`src/hdl/scp_pkg.sv`:
```
// ----------------------------------------------------------------------------
// scp_pkg: shared types and constants of the spot centroid block
// Field widths, register indexes and the control group of the pixel
// accumulator.
// ----------------------------------------------------------------------------
package scp_pkg;

    localparam int CFG_W     = 13;   // configuration data width
    localparam int CFG_IDX_W = 2;    // configuration register index width
    localparam int PIX_W     = 8;    // pixel width
    localparam int OUT_W     = 13;   // width of each signed offset

    // Register indexes of the configuration port
    localparam logic [CFG_IDX_W-1:0] CFG_FRAME_WIDTH  = 2'd0;
    localparam logic [CFG_IDX_W-1:0] CFG_FRAME_HEIGHT = 2'd1;
    localparam logic [CFG_IDX_W-1:0] CFG_MATCH_MODE   = 2'd2;

    // Reset values of the configuration registers
    localparam logic [CFG_W-1:0] WIDTH_RESET  = 13'd640;
    localparam logic [CFG_W-1:0] HEIGHT_RESET = 13'd480;

    // Pixel value that counts in exact-match mode
    localparam logic [PIX_W-1:0] PIXEL_FULL = 8'd255;

    // Status codes of a result
    localparam logic STATUS_FOUND     = 1'b0;
    localparam logic STATUS_NOT_FOUND = 1'b1;

    // Control group from the sequencer to the accumulator
    typedef struct packed {
        logic step;        // one pixel transfers this cycle
        logic clear;       // restart the frame: indices and totals to zero
        logic match_mode;  // 0: pixel == 255 counts, 1: pixel != 0 counts
    } t_acc_ctl;

endpackage

```
`src/hdl/scp_accum.sv`:
```
// ----------------------------------------------------------------------------
// scp_accum: raster position counters and running totals
// Tracks column and row of the next pixel and sums the column, the row and
// one for every counted pixel of the current frame.
// ----------------------------------------------------------------------------
module scp_accum #(
    parameter int IW = 12,
    parameter int CW = 25,
    parameter int TW = 37
) (
    input  logic                        i_clk,
    input  logic                        i_rst_n,
    input  scp_pkg::t_acc_ctl           i_ctl,
    input  logic [scp_pkg::PIX_W-1:0]   i_pixel,
    input  logic [IW-1:0]               i_last_col,
    input  logic [IW-1:0]               i_last_row,
    output logic                        o_frame_end,
    output logic [TW-1:0]               o_col_total,
    output logic [TW-1:0]               o_row_total,
    output logic [CW-1:0]               o_hit_count
);

    logic [IW-1:0] r_col;
    logic [IW-1:0] r_row;
    logic [TW-1:0] r_col_total;
    logic [TW-1:0] r_row_total;
    logic [CW-1:0] r_hit_count;
    logic          hit;
    logic          last_col;
    logic          last_row;

    assign hit = i_ctl.match_mode ? (i_pixel != '0) : (i_pixel == scp_pkg::PIXEL_FULL);
    assign last_col = (r_col == i_last_col);
    assign last_row = (r_row == i_last_row);
    assign o_frame_end = i_ctl.step && last_col && last_row;

    always_ff @(posedge i_clk) begin
        if (!i_rst_n || i_ctl.clear) begin
            r_col       <= '0;
            r_row       <= '0;
            r_col_total <= '0;
            r_row_total <= '0;
            r_hit_count <= '0;
        end else if (i_ctl.step) begin
            if (hit) begin
                r_col_total <= r_col_total + TW'(r_col);
                r_row_total <= r_row_total + TW'(r_row);
                r_hit_count <= r_hit_count + CW'(1);
            end
            // wrap at end of line, and at end of frame back to the origin
            if (last_col) begin
                r_col <= '0;
                r_row <= last_row ? '0 : r_row + IW'(1);
            end else begin
                r_col <= r_col + IW'(1);
            end
        end
    end

    assign o_col_total = r_col_total;
    assign o_row_total = r_row_total;
    assign o_hit_count = r_hit_count;

endmodule

```
`src/hdl/scp_divider.sv`:
```
// ----------------------------------------------------------------------------
// scp_divider: shared restoring divider
// One quotient bit per cycle over the whole dividend; the quotient is known
// to fit in IW bits, so only those are kept.
// ----------------------------------------------------------------------------
module scp_divider #(
    parameter int IW = 12,
    parameter int CW = 25,
    parameter int TW = 37
) (
    input  logic          i_clk,
    input  logic          i_rst_n,
    input  logic          i_start,
    input  logic [TW-1:0] i_dividend,
    input  logic [CW-1:0] i_divisor,
    output logic          o_done,
    output logic [IW-1:0] o_quotient
);

    localparam int CNT_W = $clog2(TW);

    logic             r_busy;
    logic             r_done;
    logic [CNT_W-1:0] r_cnt;
    logic [TW-1:0]    r_dvd;
    logic [CW-1:0]    r_den;
    logic [CW-1:0]    r_rem;
    logic [IW-1:0]    r_quo;
    logic [CW:0]      trial;
    logic [CW:0]      diff;
    logic             qbit;
    logic             last_step;

    assign trial     = {r_rem, r_dvd[TW-1]};
    assign diff      = trial - {1'b0, r_den};
    assign qbit      = (trial >= {1'b0, r_den});
    assign last_step = (r_cnt == CNT_W'(TW - 1));

    always_ff @(posedge i_clk) begin
        if (!i_rst_n) begin
            r_busy <= 1'b0;
            r_done <= 1'b0;
            r_cnt  <= '0;
        end else begin
            r_done <= r_busy && last_step;
            if (i_start) begin
                r_busy <= 1'b1;
                r_cnt  <= '0;
            end else if (r_busy) begin
                r_cnt <= r_cnt + CNT_W'(1);
                if (last_step) begin
                    r_busy <= 1'b0;
                end
            end
        end
    end

    always_ff @(posedge i_clk) begin
        if (i_start) begin
            r_dvd <= i_dividend;
            r_den <= i_divisor;
            r_rem <= '0;
            r_quo <= '0;
        end else if (r_busy) begin
            r_dvd <= r_dvd << 1;
            r_rem <= qbit ? diff[CW-1:0] : trial[CW-1:0];
            r_quo <= IW'({r_quo, qbit});
        end
    end

    assign o_done     = r_done;
    assign o_quotient = r_quo;

endmodule

```
`src/hdl/spot_centroid_offset.sv`:
```
// ----------------------------------------------------------------------------
// spot_centroid_offset: centroid offset of the counted pixels of a frame
// Takes a mask frame in raster order and reports where the counted pixels
// lie relative to the frame center.
// ----------------------------------------------------------------------------
// Usage:
//   Input channel (i_valid / o_ready / i_pixel) carries one 8-bit pixel per
//   transfer in raster order. The block counts column and row itself from
//   the configured frame size. Pixels stream in at one per cycle while
//   o_ready is high. After the last pixel of a frame the block runs two
//   divisions on one shared restoring divider (one quotient bit per cycle)
//   and drops o_ready meanwhile; the dividend has TW = 3*clog2(MAX_DIM)+1
//   bits (37 at the default MAX_DIM of 4096). An empty frame skips the
//   divider and goes from S_START straight to S_DONE.
//   Output channel (o_valid / i_ready) carries one result per frame:
//   o_status (0 found, 1 nothing counted), o_center_x = mean column minus
//   half width, o_center_y = half height minus mean row, both zero when
//   nothing counted. The result is held in an output register; the block
//   takes pixels of the next frame while it waits, and only stalls at the
//   next frame end if the receiver still has not taken it.
//   Configuration (i_cfg_valid / o_cfg_ready) is always ready. Writing
//   frame_width or frame_height restarts the frame; match_mode only
//   changes the test for later pixels. Write only while idle.
//   Reset: synchronous, active low; size 640 x 480, mode 0, totals cleared.
// ----------------------------------------------------------------------------
module spot_centroid_offset #(
    parameter int MAX_DIM = 4096
) (
    input  logic                              i_clk,
    input  logic                              i_rst_n,
    // pixel channel
    input  logic                              i_valid,
    output logic                              o_ready,
    input  logic [scp_pkg::PIX_W-1:0]         i_pixel,
    // result channel
    output logic                              o_valid,
    input  logic                              i_ready,
    output logic                              o_status,
    output logic signed [scp_pkg::OUT_W-1:0]  o_center_x,
    output logic signed [scp_pkg::OUT_W-1:0]  o_center_y,
    // configuration channel
    input  logic                              i_cfg_valid,
    output logic                              o_cfg_ready,
    input  logic [scp_pkg::CFG_IDX_W-1:0]     i_cfg_index,
    input  logic [scp_pkg::CFG_W-1:0]         i_cfg_data
);

    localparam int IW = $clog2(MAX_DIM);       // row / column index width
    localparam int DW = $clog2(MAX_DIM + 1);   // effective frame size width
    localparam int CW = 2 * IW + 1;            // hit count width
    localparam int TW = CW + IW;               // column / row total width
    localparam int RW = ((IW > scp_pkg::OUT_W) ? IW : scp_pkg::OUT_W) + 1;

    typedef enum logic [4:0] {
        S_ACC   = 5'b00001,   // stream pixels
        S_START = 5'b00010,   // frame done, totals settled
        S_DIVX  = 5'b00100,   // column total / count
        S_DIVY  = 5'b01000,   // row total / count
        S_DONE  = 5'b10000    // load output register
    } t_state;

    // Clamp a written size: zero acts as one, above MAX_DIM as MAX_DIM
    function automatic logic [DW-1:0] eff_dim(input logic [scp_pkg::CFG_W-1:0] v);
        logic [DW-1:0] f;
        if (v == '0) begin
            f = DW'(1);
        end else if (32'(v) > 32'(MAX_DIM)) begin
            f = DW'(MAX_DIM);
        end else begin
            f = DW'(v);
        end
        return f;
    endfunction

    t_state              r_state;
    t_state              n_state;
    logic [IW-1:0]       r_last_col;
    logic [IW-1:0]       r_last_row;
    logic [IW-1:0]       r_half_w;
    logic [IW-1:0]       r_half_h;
    logic                r_mode;
    logic                r_found;
    logic [IW-1:0]       r_mean_c;
    logic [IW-1:0]       r_mean_r;
    logic                r_out_valid;
    logic                r_status;
    logic [scp_pkg::OUT_W-1:0] r_cx;
    logic [scp_pkg::OUT_W-1:0] r_cy;

    logic                cfg_wr;
    logic                size_wr;
    logic [DW-1:0]       cfg_eff;
    logic [DW-1:0]       rst_eff_w;
    logic [DW-1:0]       rst_eff_h;
    scp_pkg::t_acc_ctl   acc_ctl;
    logic                frame_end;
    logic [TW-1:0]       col_total;
    logic [TW-1:0]       row_total;
    logic [CW-1:0]       hit_count;
    logic                div_start;
    logic [TW-1:0]       div_dividend;
    logic                div_done;
    logic [IW-1:0]       div_quotient;
    logic                out_load;
    logic [RW-1:0]       diff_x;
    logic [RW-1:0]       diff_y;

    // ---------------------------------------------------------------- config
    assign o_cfg_ready = 1'b1;
    assign cfg_wr      = i_cfg_valid;
    assign size_wr     = cfg_wr && ((i_cfg_index == scp_pkg::CFG_FRAME_WIDTH) ||
                                    (i_cfg_index == scp_pkg::CFG_FRAME_HEIGHT));
    assign cfg_eff     = eff_dim(i_cfg_data);
    assign rst_eff_w   = eff_dim(scp_pkg::WIDTH_RESET);
    assign rst_eff_h   = eff_dim(scp_pkg::HEIGHT_RESET);

    // Keep the derived forms of the sizes: last index and half size
    always_ff @(posedge i_clk) begin
        if (!i_rst_n) begin
            r_last_col <= IW'(rst_eff_w - DW'(1));
            r_half_w   <= IW'(rst_eff_w >> 1);
            r_last_row <= IW'(rst_eff_h - DW'(1));
            r_half_h   <= IW'(rst_eff_h >> 1);
            r_mode     <= 1'b0;
        end else if (cfg_wr) begin
            unique case (i_cfg_index)
                scp_pkg::CFG_FRAME_WIDTH: begin
                    r_last_col <= IW'(cfg_eff - DW'(1));
                    r_half_w   <= IW'(cfg_eff >> 1);
                end
                scp_pkg::CFG_FRAME_HEIGHT: begin
                    r_last_row <= IW'(cfg_eff - DW'(1));
                    r_half_h   <= IW'(cfg_eff >> 1);
                end
                scp_pkg::CFG_MATCH_MODE: begin
                    r_mode <= i_cfg_data[0];
                end
                default: begin
                    // unknown index: drop the write
                end
            endcase
        end
    end

    // ----------------------------------------------------------- accumulator
    assign o_ready = (r_state == S_ACC);

    assign acc_ctl.step       = i_valid && o_ready;
    // restart on a size write; after the second division is launched the
    // totals of the finished frame are no longer needed
    assign acc_ctl.clear      = size_wr || ((r_state == S_DIVX) && div_done);
    assign acc_ctl.match_mode = r_mode;

    scp_accum #(
        .IW (IW),
        .CW (CW),
        .TW (TW)
    ) u_accum (
        .i_clk       (i_clk),
        .i_rst_n     (i_rst_n),
        .i_ctl       (acc_ctl),
        .i_pixel     (i_pixel),
        .i_last_col  (r_last_col),
        .i_last_row  (r_last_row),
        .o_frame_end (frame_end),
        .o_col_total (col_total),
        .o_row_total (row_total),
        .o_hit_count (hit_count)
    );

    // --------------------------------------------------------------- divider
    assign div_start    = ((r_state == S_START) && (hit_count != '0)) ||
                          ((r_state == S_DIVX) && div_done);
    assign div_dividend = (r_state == S_START) ? col_total : row_total;

    scp_divider #(
        .IW (IW),
        .CW (CW),
        .TW (TW)
    ) u_divider (
        .i_clk      (i_clk),
        .i_rst_n    (i_rst_n),
        .i_start    (div_start),
        .i_dividend (div_dividend),
        .i_divisor  (hit_count),
        .o_done     (div_done),
        .o_quotient (div_quotient)
    );

    // ------------------------------------------------------------- sequencer
    assign out_load = (r_state == S_DONE) && (!r_out_valid || i_ready);

    always_comb begin
        n_state = r_state;
        unique case (r_state)
            S_ACC: begin
                if (frame_end) begin
                    n_state = S_START;
                end
            end
            S_START: begin
                n_state = (hit_count != '0) ? S_DIVX : S_DONE;
            end
            S_DIVX: begin
                if (div_done) begin
                    n_state = S_DIVY;
                end
            end
            S_DIVY: begin
                if (div_done) begin
                    n_state = S_DONE;
                end
            end
            S_DONE: begin
                if (out_load) begin
                    n_state = S_ACC;
                end
            end
            default: begin
                n_state = S_ACC;
            end
        endcase
    end

    always_ff @(posedge i_clk) begin
        if (!i_rst_n) begin
            r_state <= S_ACC;
        end else begin
            r_state <= n_state;
        end
    end

    // Capture the quotients and whether anything counted
    always_ff @(posedge i_clk) begin
        if (r_state == S_START) begin
            r_found <= (hit_count != '0);
        end
        if ((r_state == S_DIVX) && div_done) begin
            r_mean_c <= div_quotient;
        end
        if ((r_state == S_DIVY) && div_done) begin
            r_mean_r <= div_quotient;
        end
    end

    // ------------------------------------------------------- output register
    // Offsets are kept modulo 2^OUT_W, as the result fields are
    assign diff_x = RW'(r_mean_c) - RW'(r_half_w);
    assign diff_y = RW'(r_half_h) - RW'(r_mean_r);

    always_ff @(posedge i_clk) begin
        if (!i_rst_n) begin
            r_out_valid <= 1'b0;
        end else if (out_load) begin
            r_out_valid <= 1'b1;
        end else if (i_ready) begin
            r_out_valid <= 1'b0;
        end
    end

    always_ff @(posedge i_clk) begin
        if (out_load) begin
            r_status <= r_found ? scp_pkg::STATUS_FOUND : scp_pkg::STATUS_NOT_FOUND;
            r_cx     <= r_found ? diff_x[scp_pkg::OUT_W-1:0] : '0;
            r_cy     <= r_found ? diff_y[scp_pkg::OUT_W-1:0] : '0;
        end
    end

    assign o_valid    = r_out_valid;
    assign o_status   = r_status;
    assign o_center_x = r_cx;
    assign o_center_y = r_cy;

endmodule

```
`config.mk`:
```
export PLATFORM = sky130hd
export DESIGN_NAME = spot_centroid_offset
export DESIGN_NICKNAME = d
export VERILOG_FILES = /design/src/hdl/scp_pkg.sv /design/src/hdl/scp_accum.sv /design/src/hdl/scp_divider.sv /design/src/hdl/spot_centroid_offset.sv
export SDC_FILE = /design/constraint.sdc
export NUM_CORES = 1
export LEC_CHECK = 0
export ABC_AREA = 1
export BUFFER_PORTS_ARGS = -buffer_cell sky130_fd_sc_hd__buf_2
export CORE_ASPECT_RATIO = 0.8
export CORE_MARGIN = 8
export CORE_UTILIZATION = 45
export DETAILED_ROUTE_END_ITERATION = 8
export GPL_TIMING_DRIVEN = 0
export PLACE_DENSITY = 0.71
export SLEW_MARGIN = 10
export SYNTH_ARGS = -nofsm -noshare
export SYNTH_HDL_FRONTEND = slang
export SYNTH_HIERARCHICAL = 1
export SYNTH_SLANG_ARGS = --single-unit
```
`constraint.sdc`:
```
create_clock -name i_clk -period 4.3 [get_ports i_clk]
set_input_delay 1.075 -clock i_clk [delete_from_list [all_inputs] [get_ports i_clk]]
set_output_delay 1.075 -clock i_clk [all_outputs]
set_load 0.005 [all_outputs]
```
======== Word-level counts from Yosys, hierarchy flattened ========
Index checks and enable logic that the tools add are counted.
word-level totals
  bits in registers ....................... 337
  bits in latches ......................... 0
  bits in writable memories ............... 0
  bits in read-only memories .............. 0
  input bits .............................. 28
  output and inout bits ................... 30
  word-level logic and storage cells ...... 103
  memories ................................ 0
operators by class
  $add $sub $neg .......................... 10
  $mul .................................... 0
  div/mod/pow operators ................... 0
  $lt $le $gt $ge ......................... 2
  equality and inequality tests ........... 15
  shifts and indexed selects .............. 0
  multiplexer cells ....................... 21
  bitwise gates (word level) .............. 1
  reduce and logical (&&, ||, !) cells .... 29
operators with widths
  cell                                                                  count
  37-bit two-way mux                                                    3
  37-bit by 12-bit adder with 37-bit output                             2
  26-bit by 25-bit greater-or-equal comparator with 1-bit output        1
  13-bit two-way mux                                                    2
  12-bit by 12-bit subtractor with 13-bit output                        2
  25-bit by 1-bit adder with 25-bit output, second input constant       1
  25-bit two-way mux                                                    1
  5-bit two-way mux                                                     5
  5-bit case mux with 5 select lines                                    1
  25-bit nonzero test                                                   1
  25-bit subtractor                                                     1
  12-bit by 1-bit adder with 12-bit output, second input constant       2
  12-bit == test                                                        2
  12-bit two-way mux                                                    2
  13-bit greater-than comparator, second input constant                 1
  13-bit zero test                                                      1
  12-bit by 1-bit subtractor with 12-bit output, second input constant  1
  2-bit AND reduction                                                   5
  1-bit logical AND                                                     9
  8-bit == test, second input constant                                  1
  8-bit nonzero test                                                    1
  1-bit two-way mux                                                     7
  6-bit by 1-bit adder with 6-bit output, second input constant         1
  6-bit == test, second input constant                                  1
  16 further kinds                                                      24

======== Longest topological paths before layout ========
Gate-level depths: netlist of run 1.
  depth in word-level cells ............... 6
  mapped depth ............................ 18
  mapped depth without buffers ............ 18

======== Cells and area by module ========
Netlist of run 1, hierarchy kept.
by module, submodules not included
  module                times used  cells an instance  area an instance (um^2)
  scp_accum             1           1,327              8,124.0
  scp_divider           1           880                6,317.3
  spot_centroid_offset  1           735                5,665.4

======== Worst setup path after synthesis of run 1 ========
OpenSTA, ideal clock, no wires.
  path kind ............................... reg-to-reg
  start point ............................. register r_state[1]
  end point ............................... register u_divider.r_dvd[0] (enable)
  setup time .............................. 0.416 ns
  arrival ................................. 3.518 ns
  path slack .............................. 0.366 ns
  stages on the path, launching flop included .. 11
  cells stage by stage .................... dfxtp_1 inv_1 nand2_1 inv_1 nand3_1 nor2_1 inv_1 nand2_1 inv_1 nand2_1 clkbuf_1
on the way
  word-level cells in the longest chain between the ends .. 4
  elaborated cells between the ends (all ways) .. 6
  classes of those cells .................. eq/ne (2); reduce/logical (4)
RTL lines
  item                                                                                                         line                                                      source
  from (decl)                                                                                                  spot_centroid_offset.sv:75                                t_state r_state;
  from (signal assigned)                                                                                       spot_centroid_offset.sv:229                               r_state <= n_state;
  5-bit by 2-bit == test with 1-bit output / 5-bit by 3-bit == test with 1-bit output (equally long branches)  spot_centroid_offset.sv:172, spot_centroid_offset.sv:173
  1-bit logical AND (on tied branches)                                                                         spot_centroid_offset.sv:172, spot_centroid_offset.sv:173
  1-bit logical OR (*)                                                                                         spot_centroid_offset.sv:172                               assign div_start = ((r_state == S_START) && (hit_count != '0)) ||
  named net div_start                                                                                          spot_centroid_offset.sv:100                               logic div_start;
  2-bit nonzero test (no source line) (*)                                                                      -
  to (signal assigned)                                                                                         scp_divider.sv:60                                         r_dvd <= i_dividend;
  to (signal assigned)                                                                                         scp_divider.sv:65                                         r_dvd <= r_dvd << 1;
  to (decl)                                                                                                    scp_divider.sv:25                                         logic [TW-1:0] r_dvd;
The timed path passes the listed nets; every way through them passes the cells marked *.
A chain may end at the register's enable or synchronous reset.

======== Worst setup path after layout of run 1 ========
  start point ............................. register r_state[0]
  end point ............................... register u_divider.r_dvd[34], data pin
on the way
  word-level cells in the longest chain between the ends .. 4
  elaborated cells between the ends (all ways) .. 7
  classes of those cells .................. eq/ne (2); mux (2); reduce/logical (3)
RTL lines
  item                                                                                                         line                                                      source
  5-bit by 2-bit == test with 1-bit output / 5-bit by 3-bit == test with 1-bit output (equally long branches)  spot_centroid_offset.sv:172, spot_centroid_offset.sv:173
  1-bit logical AND (on tied branches)                                                                         spot_centroid_offset.sv:172, spot_centroid_offset.sv:173
  1-bit logical OR (*)                                                                                         spot_centroid_offset.sv:172
  named net div_start                                                                                          spot_centroid_offset.sv:100
  37-bit two-way mux (*)                                                                                       scp_divider.sv:59                                         if (i_start) begin
Marks and branches as above.

==> results.ini, run 1 <==
[logic_synthesis]
seq_area_frac_synth_pct=39.2
synth_edf_count=114
ys_warn_count=6
ys_async_sr_fraction_pct=0
yosys-top-cells-area=dfxtp_1, nand2_1, edfxtp_1
synthesis.instances=2942
synth_top_area_cell=dfxtp_1
synth_area_sq_um=20100
netlist.area_leader.share_pct=22.2
synth_ff_type=dfxtp_1
synth_nets=3054
synth_cell_types=51
synth-seq-cells=337
avgSynthCellArea_sq_um=6.83

[critical_path]
crit_chain=inv_1 -> nand2_1 -> inv_1 -> nand3_1 -> nor2_2 -> inv_1 -> nand2_2 -> clkbuf_1 -> buf_1 -> nand2_1 -> nand2_1
cpMaxStageDelayCell=buf_1
cp_max_fo=28
r2r-start=r_state[0]
critical-path-max-stage-delay_ns=0.65
worst-setup-path-type=reg2reg
path_buf_inv=5
rrSetupSlack_ns=0.73
critical_path_arrival_ns=3.98
endpoint_kind=flip-flop
cp.required_ns=4.71
critPathLaunch=r_state[0]
critical_path.top_delay_family=buffers and inverters
worstSetupStartpointType=flip-flop

[clocking]
cts_buffer_depth=3
cts_setup_buffers=0
cts_tree=yes
clk_pin_slew_ns=0.07
clk_latency_ns=0.54
root_buffer=clkbuf_16
cts-buffers-inserted=37
clock_sinks=337
htree_levels=2

[global_routing]
grt_pass1_wl_um=90900
gr-usage-all-layers_pct=21.5
grt_overflow=0
grt_pass1_vias=17785
grt_max_degree=37
antenna_found_initial=0

[floorplan]
die_x_um=252
die_area_sq_um=51700
chipHeight_um=205
fp.coreArea_sq_um=44300
rows=69
io_pins=58
start_util_pct=45.4

[place]
pre_cts_slack_ns=0.0359
port_buffers=56
dp_hpwl_um=44000
gp_congestion=0.976

[outcome]
status=finished, final reports clean

[sta]
fin_ws_ns=0.729
rsz0062_at_grt=no
period_share_pct=83.0
fin_crit_ns=3.57
slew_headroom_pct=23.1
setup_viol=0
skew_ns=0.0187
max_freq_mhz=280
worst_pin_slew_ns=1.15
slew_violations=0
timing_hold_violations_final=0

[job]
cap_violations=0

[drt]
wl_per_cell_um=15.6
viasPerCell=5.22
num_vias=19158
drc=0
antenna_left=0
drt_first_pass_iters=6
drt_iter0_markers=1567
drt_wl_total_um=57300

[power]
finalPower_w=0.00690
ir_worst_vdd_mv=0.291
p_leak_nw=10.3
powerDensity_nw_per_um2=308

[min_path]
min_from=u_divider/o_quotient[8]
hold_path_class=reg2reg

[layout]
final_cell_mix=nand2_1, inv_1, nor2_1
diodes=0
final_common_cell=nand2_1
area_growth_pct=11.3
nets=3151
final_layout_size_suffix_gt1_share_pct=6.62

## registers in the layout, summed over array words and instances, names as in the netlist, 13 cells and up
signal and flops:
o_center_y 13, u_divider/r_rem 25, u_divider/r_dvd 37, u_accum/o_row_total 37, u_accum/o_hit_count 25, u_accum/o_col_total 37
u_divider/r_den 25, o_center_x 13
## report_power, final
group | internal (W) | switching (W) | leakage, nW
combinational | 0.000126 | 0.000272 | 6.92
sequential | 0.00332 | 0.0000444 | 2.78
clock | 0.00181 | 0.00133 | 0.591
## cell families after synthesis
family                     synth area share, %
xor gates and xnor gates                  2.79
and+or+nand+nor                           34.5
DFF                                       39.2
buffers and inverters                     8.71
adders and majority gates                 5.41
other                                   0.0187
AOI/OAI and AO/OA                         9.38
## per-layer routing
metal  up-vias  global-route usage, %  wire [um]
met3        84                   3.77       4530
met2       641                   33.9      24900
met5         -                      0          0
met4         0                   6.07       1370
met1      8774                   30.2      26500
li1       9659                      -          -
## synth_stat cells, types with 4 or more instances
library cell,count
nor2_2,5
fa_1,5
xor2_1,35
clkinv_1,4
edfxtp_1,114
nand2_1,949
or2_2,9
nor3_1,25
nor3b_1,5
nor2_4,6
xnor2_1,29
dfxtp_1,223
ha_1,79
o21ai_0,102
nand3_1,204
nand4_1,60
clkbuf_1,40
nand3b_1,9
and2_1,5
o21bai_1,13
o22ai_1,9
nand2_2,12
nor2_1,341
buf_1,9
a21oi_1,197
inv_1,366
buf_2,20
nor3_2,8
o21ai_1,7
inv_2,7
o21a_1,8
buf_4,4
## metrics by stage
step / hold WS [ns] / area [sq um] / TNS (ns) / utilization (%) / std cells
floorplan: 0.424 / 20100 / 0 / - / 2942
global placement: 0.437 / 21100 / -34.97 / 47.7 / 3601
detailed placement: 0.453 / 21200 / 0 / 47.8 / 3603
CTS: 0.467 / 22400 / 0 / 50.5 / 3671
global route: 0.473 / 22400 / 0 / 50.5 / 3671
finish: 0.454 / 22400 / 0 / 50.5 / 3671
## cell type report
| type | instances | area (sq um) |
|---|---|---|
| fillers | 4410 | 21900 |
| multi-input cells | 2153 | 10500 |
| flip-flops and latches | 337 | 7890 |
| inverters | 377 | 1420 |
| clock buffers | 51 | 1060 |
| well taps | 603 | 754 |
| plain buffers | 75 | 338 |
| repair buffers | 58 | 315 |
| clock inverters | 17 | 130 |
## repair_timing
item / 4_1_cts / 5_1_grt
pin swaps: 0 / 0
gates resized for setup: 1 / 1
hold buffers: 0 / 0
setup endpoints to repair: 1 / 1
## final timing paths
path                               to  cells past startpoint
hold / removal            r_mean_r[8]                      0
setup / recovery  u_divider/r_dvd[34]                     11
hold reg to reg           r_mean_r[8]                      0
setup reg to reg  u_divider/r_dvd[34]                     11
Note: power is estimated with default switching activity, not from simulation.
==> inputs of run 2 (changes only) <==
==> constraint.sdc (replaced) <==
create_clock -name i_clk -period 3.47 [get_ports i_clk]
set_input_delay 0.8675 -clock i_clk [delete_from_list [all_inputs] [get_ports i_clk]]
set_output_delay 0.8675 -clock i_clk [all_outputs]
set_load 0.005 [all_outputs]
==> results.ini, run 2 (same netlist as run 1, synthesis figures left out) <==
[outcome]
status=finished, final reports clean

[layout]
nFillCells=4444  ; +0.77%
nets=3150  ; -0.032%
fin_util_pct=50.6  ; about the same
area_growth_pct=11.4  ; about the same
final_common_cell=nand2_1
final_cells=3670  ; -0.027%
final_cell_mix=nand2_1, inv_1, nor2_1
diodes=0  ; unchanged
final_layout_size_suffix_gt1_share_pct=6.65  ; +0.035 points

[critical_path]
reg2reg_to=u_accum/o_row_total[30]
rrSetupSlack_ns=0.22  ; -0.51 ns
reg2reg_depth=12  ; +1
critical_path_arrival_ns=3.72  ; -0.26 ns
worst-setup-path-type=reg2reg
r2r-start=r_state[1]
endpoint_kind=flip-flop
cp_max_fo=13  ; -54%
cp.required_ns=3.94  ; -0.77 ns
worstSetupStartpointType=flip-flop

[clocking]
cts_tree=yes
root_buffer=clkbuf_16
clk_latency_ns=0.54  ; about the same
cts_buffer_depth=3  ; unchanged
cts-buffers-inserted=37  ; unchanged
clock_sinks=337  ; unchanged
htree_levels=2  ; unchanged
cts-hold-fix-buffers=0  ; unchanged
clk_pin_slew_ns=0.06  ; about the same

[drt]
drc=0  ; unchanged
drt_first_pass_iters=5  ; -1
drt_wl_total_um=58500  ; +2.2%
num_vias=19271  ; +0.59%
wl_per_cell_um=15.9  ; +2.2%
antenna_left=0  ; unchanged
viasPerCell=5.25  ; +0.62%
drt_iter0_markers=1594  ; +1.7%

[place]
port_buffers=56  ; unchanged
place_inst=3602  ; -0.028%
dp_hpwl_um=44700  ; +1.5%
gp_congestion=0.954  ; -2.3%

[power]
powerDensity_nw_per_um2=386  ; +25%
ir_worst_vdd_mv=0.276  ; -5.2%
p_leak_nw=10.3  ; about the same

[min_path]
hold_depth=0  ; unchanged
min_from=u_divider/o_quotient[3]
hold_path_class=reg2reg
holdPathEnd=r_mean_c[3]

[global_routing]
antenna_found_initial=0  ; unchanged
grt_pass1_vias=17711  ; -0.42%
grt_overflow=0  ; unchanged
gr-usage-all-layers_pct=22.0  ; +0.50 points
grt_pass1_wl_um=92500  ; +1.8%
grt_max_degree=47  ; +27%

[floorplan]
chipHeight_um=205  ; unchanged
die_area_sq_um=51700  ; unchanged
start_util_pct=45.4  ; unchanged
die_x_um=252  ; unchanged
fp.coreArea_sq_um=44300  ; unchanged
rows=69  ; unchanged
io_pins=58  ; unchanged

[sta]
period_share_pct=93.7  ; +11 points
setup_viol=0  ; unchanged
fin_crit_ns=3.25  ; -0.318 ns
worst_pin_slew_ns=1.18  ; +0.0294 ns
holdWs_ns=0.454  ; +0.0000110 ns
timing_hold_violations_final=0  ; unchanged
skew_ns=0.0270  ; +0.00825 ns
slew_headroom_pct=21.1  ; -2.0 points
max_freq_mhz=307  ; +9.8%
rsz0062_at_grt=no
slew_violations=0  ; unchanged

[job]
cap_violations=0  ; unchanged

run 2: cell count changes in the layout (fill, tap and decap cells not counted), sizes merged:
| cell | change |
|---|---|
| clkinvlp | +1 |
| inv | -2 |
| buf | -1 |
| bufinv | +1 |
run 2: per-stage QoR:
step | worst slack, ns | cell area [sq um] | power [W] | setup TNS (ns)
floorplan | 0.175 | 20100 | 0.00456 | 0
CTS | 0.103 | 22400 | 0.00871 | 0
global route | 0.0142 | 22400 | 0.00894 | 0
detailed placement | -0.790 | 21200 | 0.00474 | -64.68
global placement | -0.707 | 21100 | 0.00473 | -56.23
finish | 0.218 | 22400 | 0.00864 | 0
run 2: worst max-delay path: stages (launching register included):
cell      delay, ns
dfxtp_1        0.35
inv_1          0.07
nand2_1        0.06
inv_1          0.06
nand3_1        0.13
nor2_2         0.15
inv_1          0.18
nand2_1        0.07
nor2_1         0.90
clkbuf_1       0.69
buf_2          0.36
nand2_1        0.07
nor2_1         0.09
run 2: where the power goes:
part | total [W] | leakage (nW) | switching, W | internal [W]
sequential | 0.00417 | 2.78 | 0.0000563 | 0.00412
combinational | 0.000492 | 6.92 | 0.000336 | 0.000156
clock | 0.00397 | 0.598 | 0.00165 | 0.00232
run 2: worst max path at each step:
stage	startpoint	end	slack (ns)	cells past startpoint
2_1_floorplan	r_state[1]	u_divider/r_dvd[0]	0.18	10
3_3_place_gp	r_state[1]	u_divider/r_dvd[31]	-0.71	10
3_5_place_dp	r_state[1]	u_divider/r_dvd[31]	-0.79	10
4_1_cts	r_state[3]	r_state[2]	0.10	18
5_1_grt	r_state[1]	u_accum/o_row_total[30]	0.01	12
6_report	r_state[1]	u_accum/o_row_total[30]	0.22	12
run 2: layer usage:
metal / vias up / share of wire (%) / GRT usage [%]
li1: 9653 / - / -
met1: 8878 / 47 / 31.6
met2: 655 / 44 / 34.6
met3: 85 / 7.1 / 3.00
met4: 0 / 2.4 / 6.07
met5: - / 0 / 0
run 2: cell type report:
cell class	instances	area [sq um]	area share, %
buffer	75	343	1.53
clock buffer	51	1070	4.79
clock inverter	17	143	0.637
inverter	377	1420	6.32
multi-input combinational	2153	10500	46.8
sequential	337	7890	35.2
tap	603	754	3.37
timing repair buffer	57	295	1.32
run 2: repair_timing:
item | 4_1_cts | 5_1_grt
pin swaps | 0 | 0
endpoints found under the setup margin | 112 | 94
resized for setup | 4 | 4
setup buffers | 0 | 0
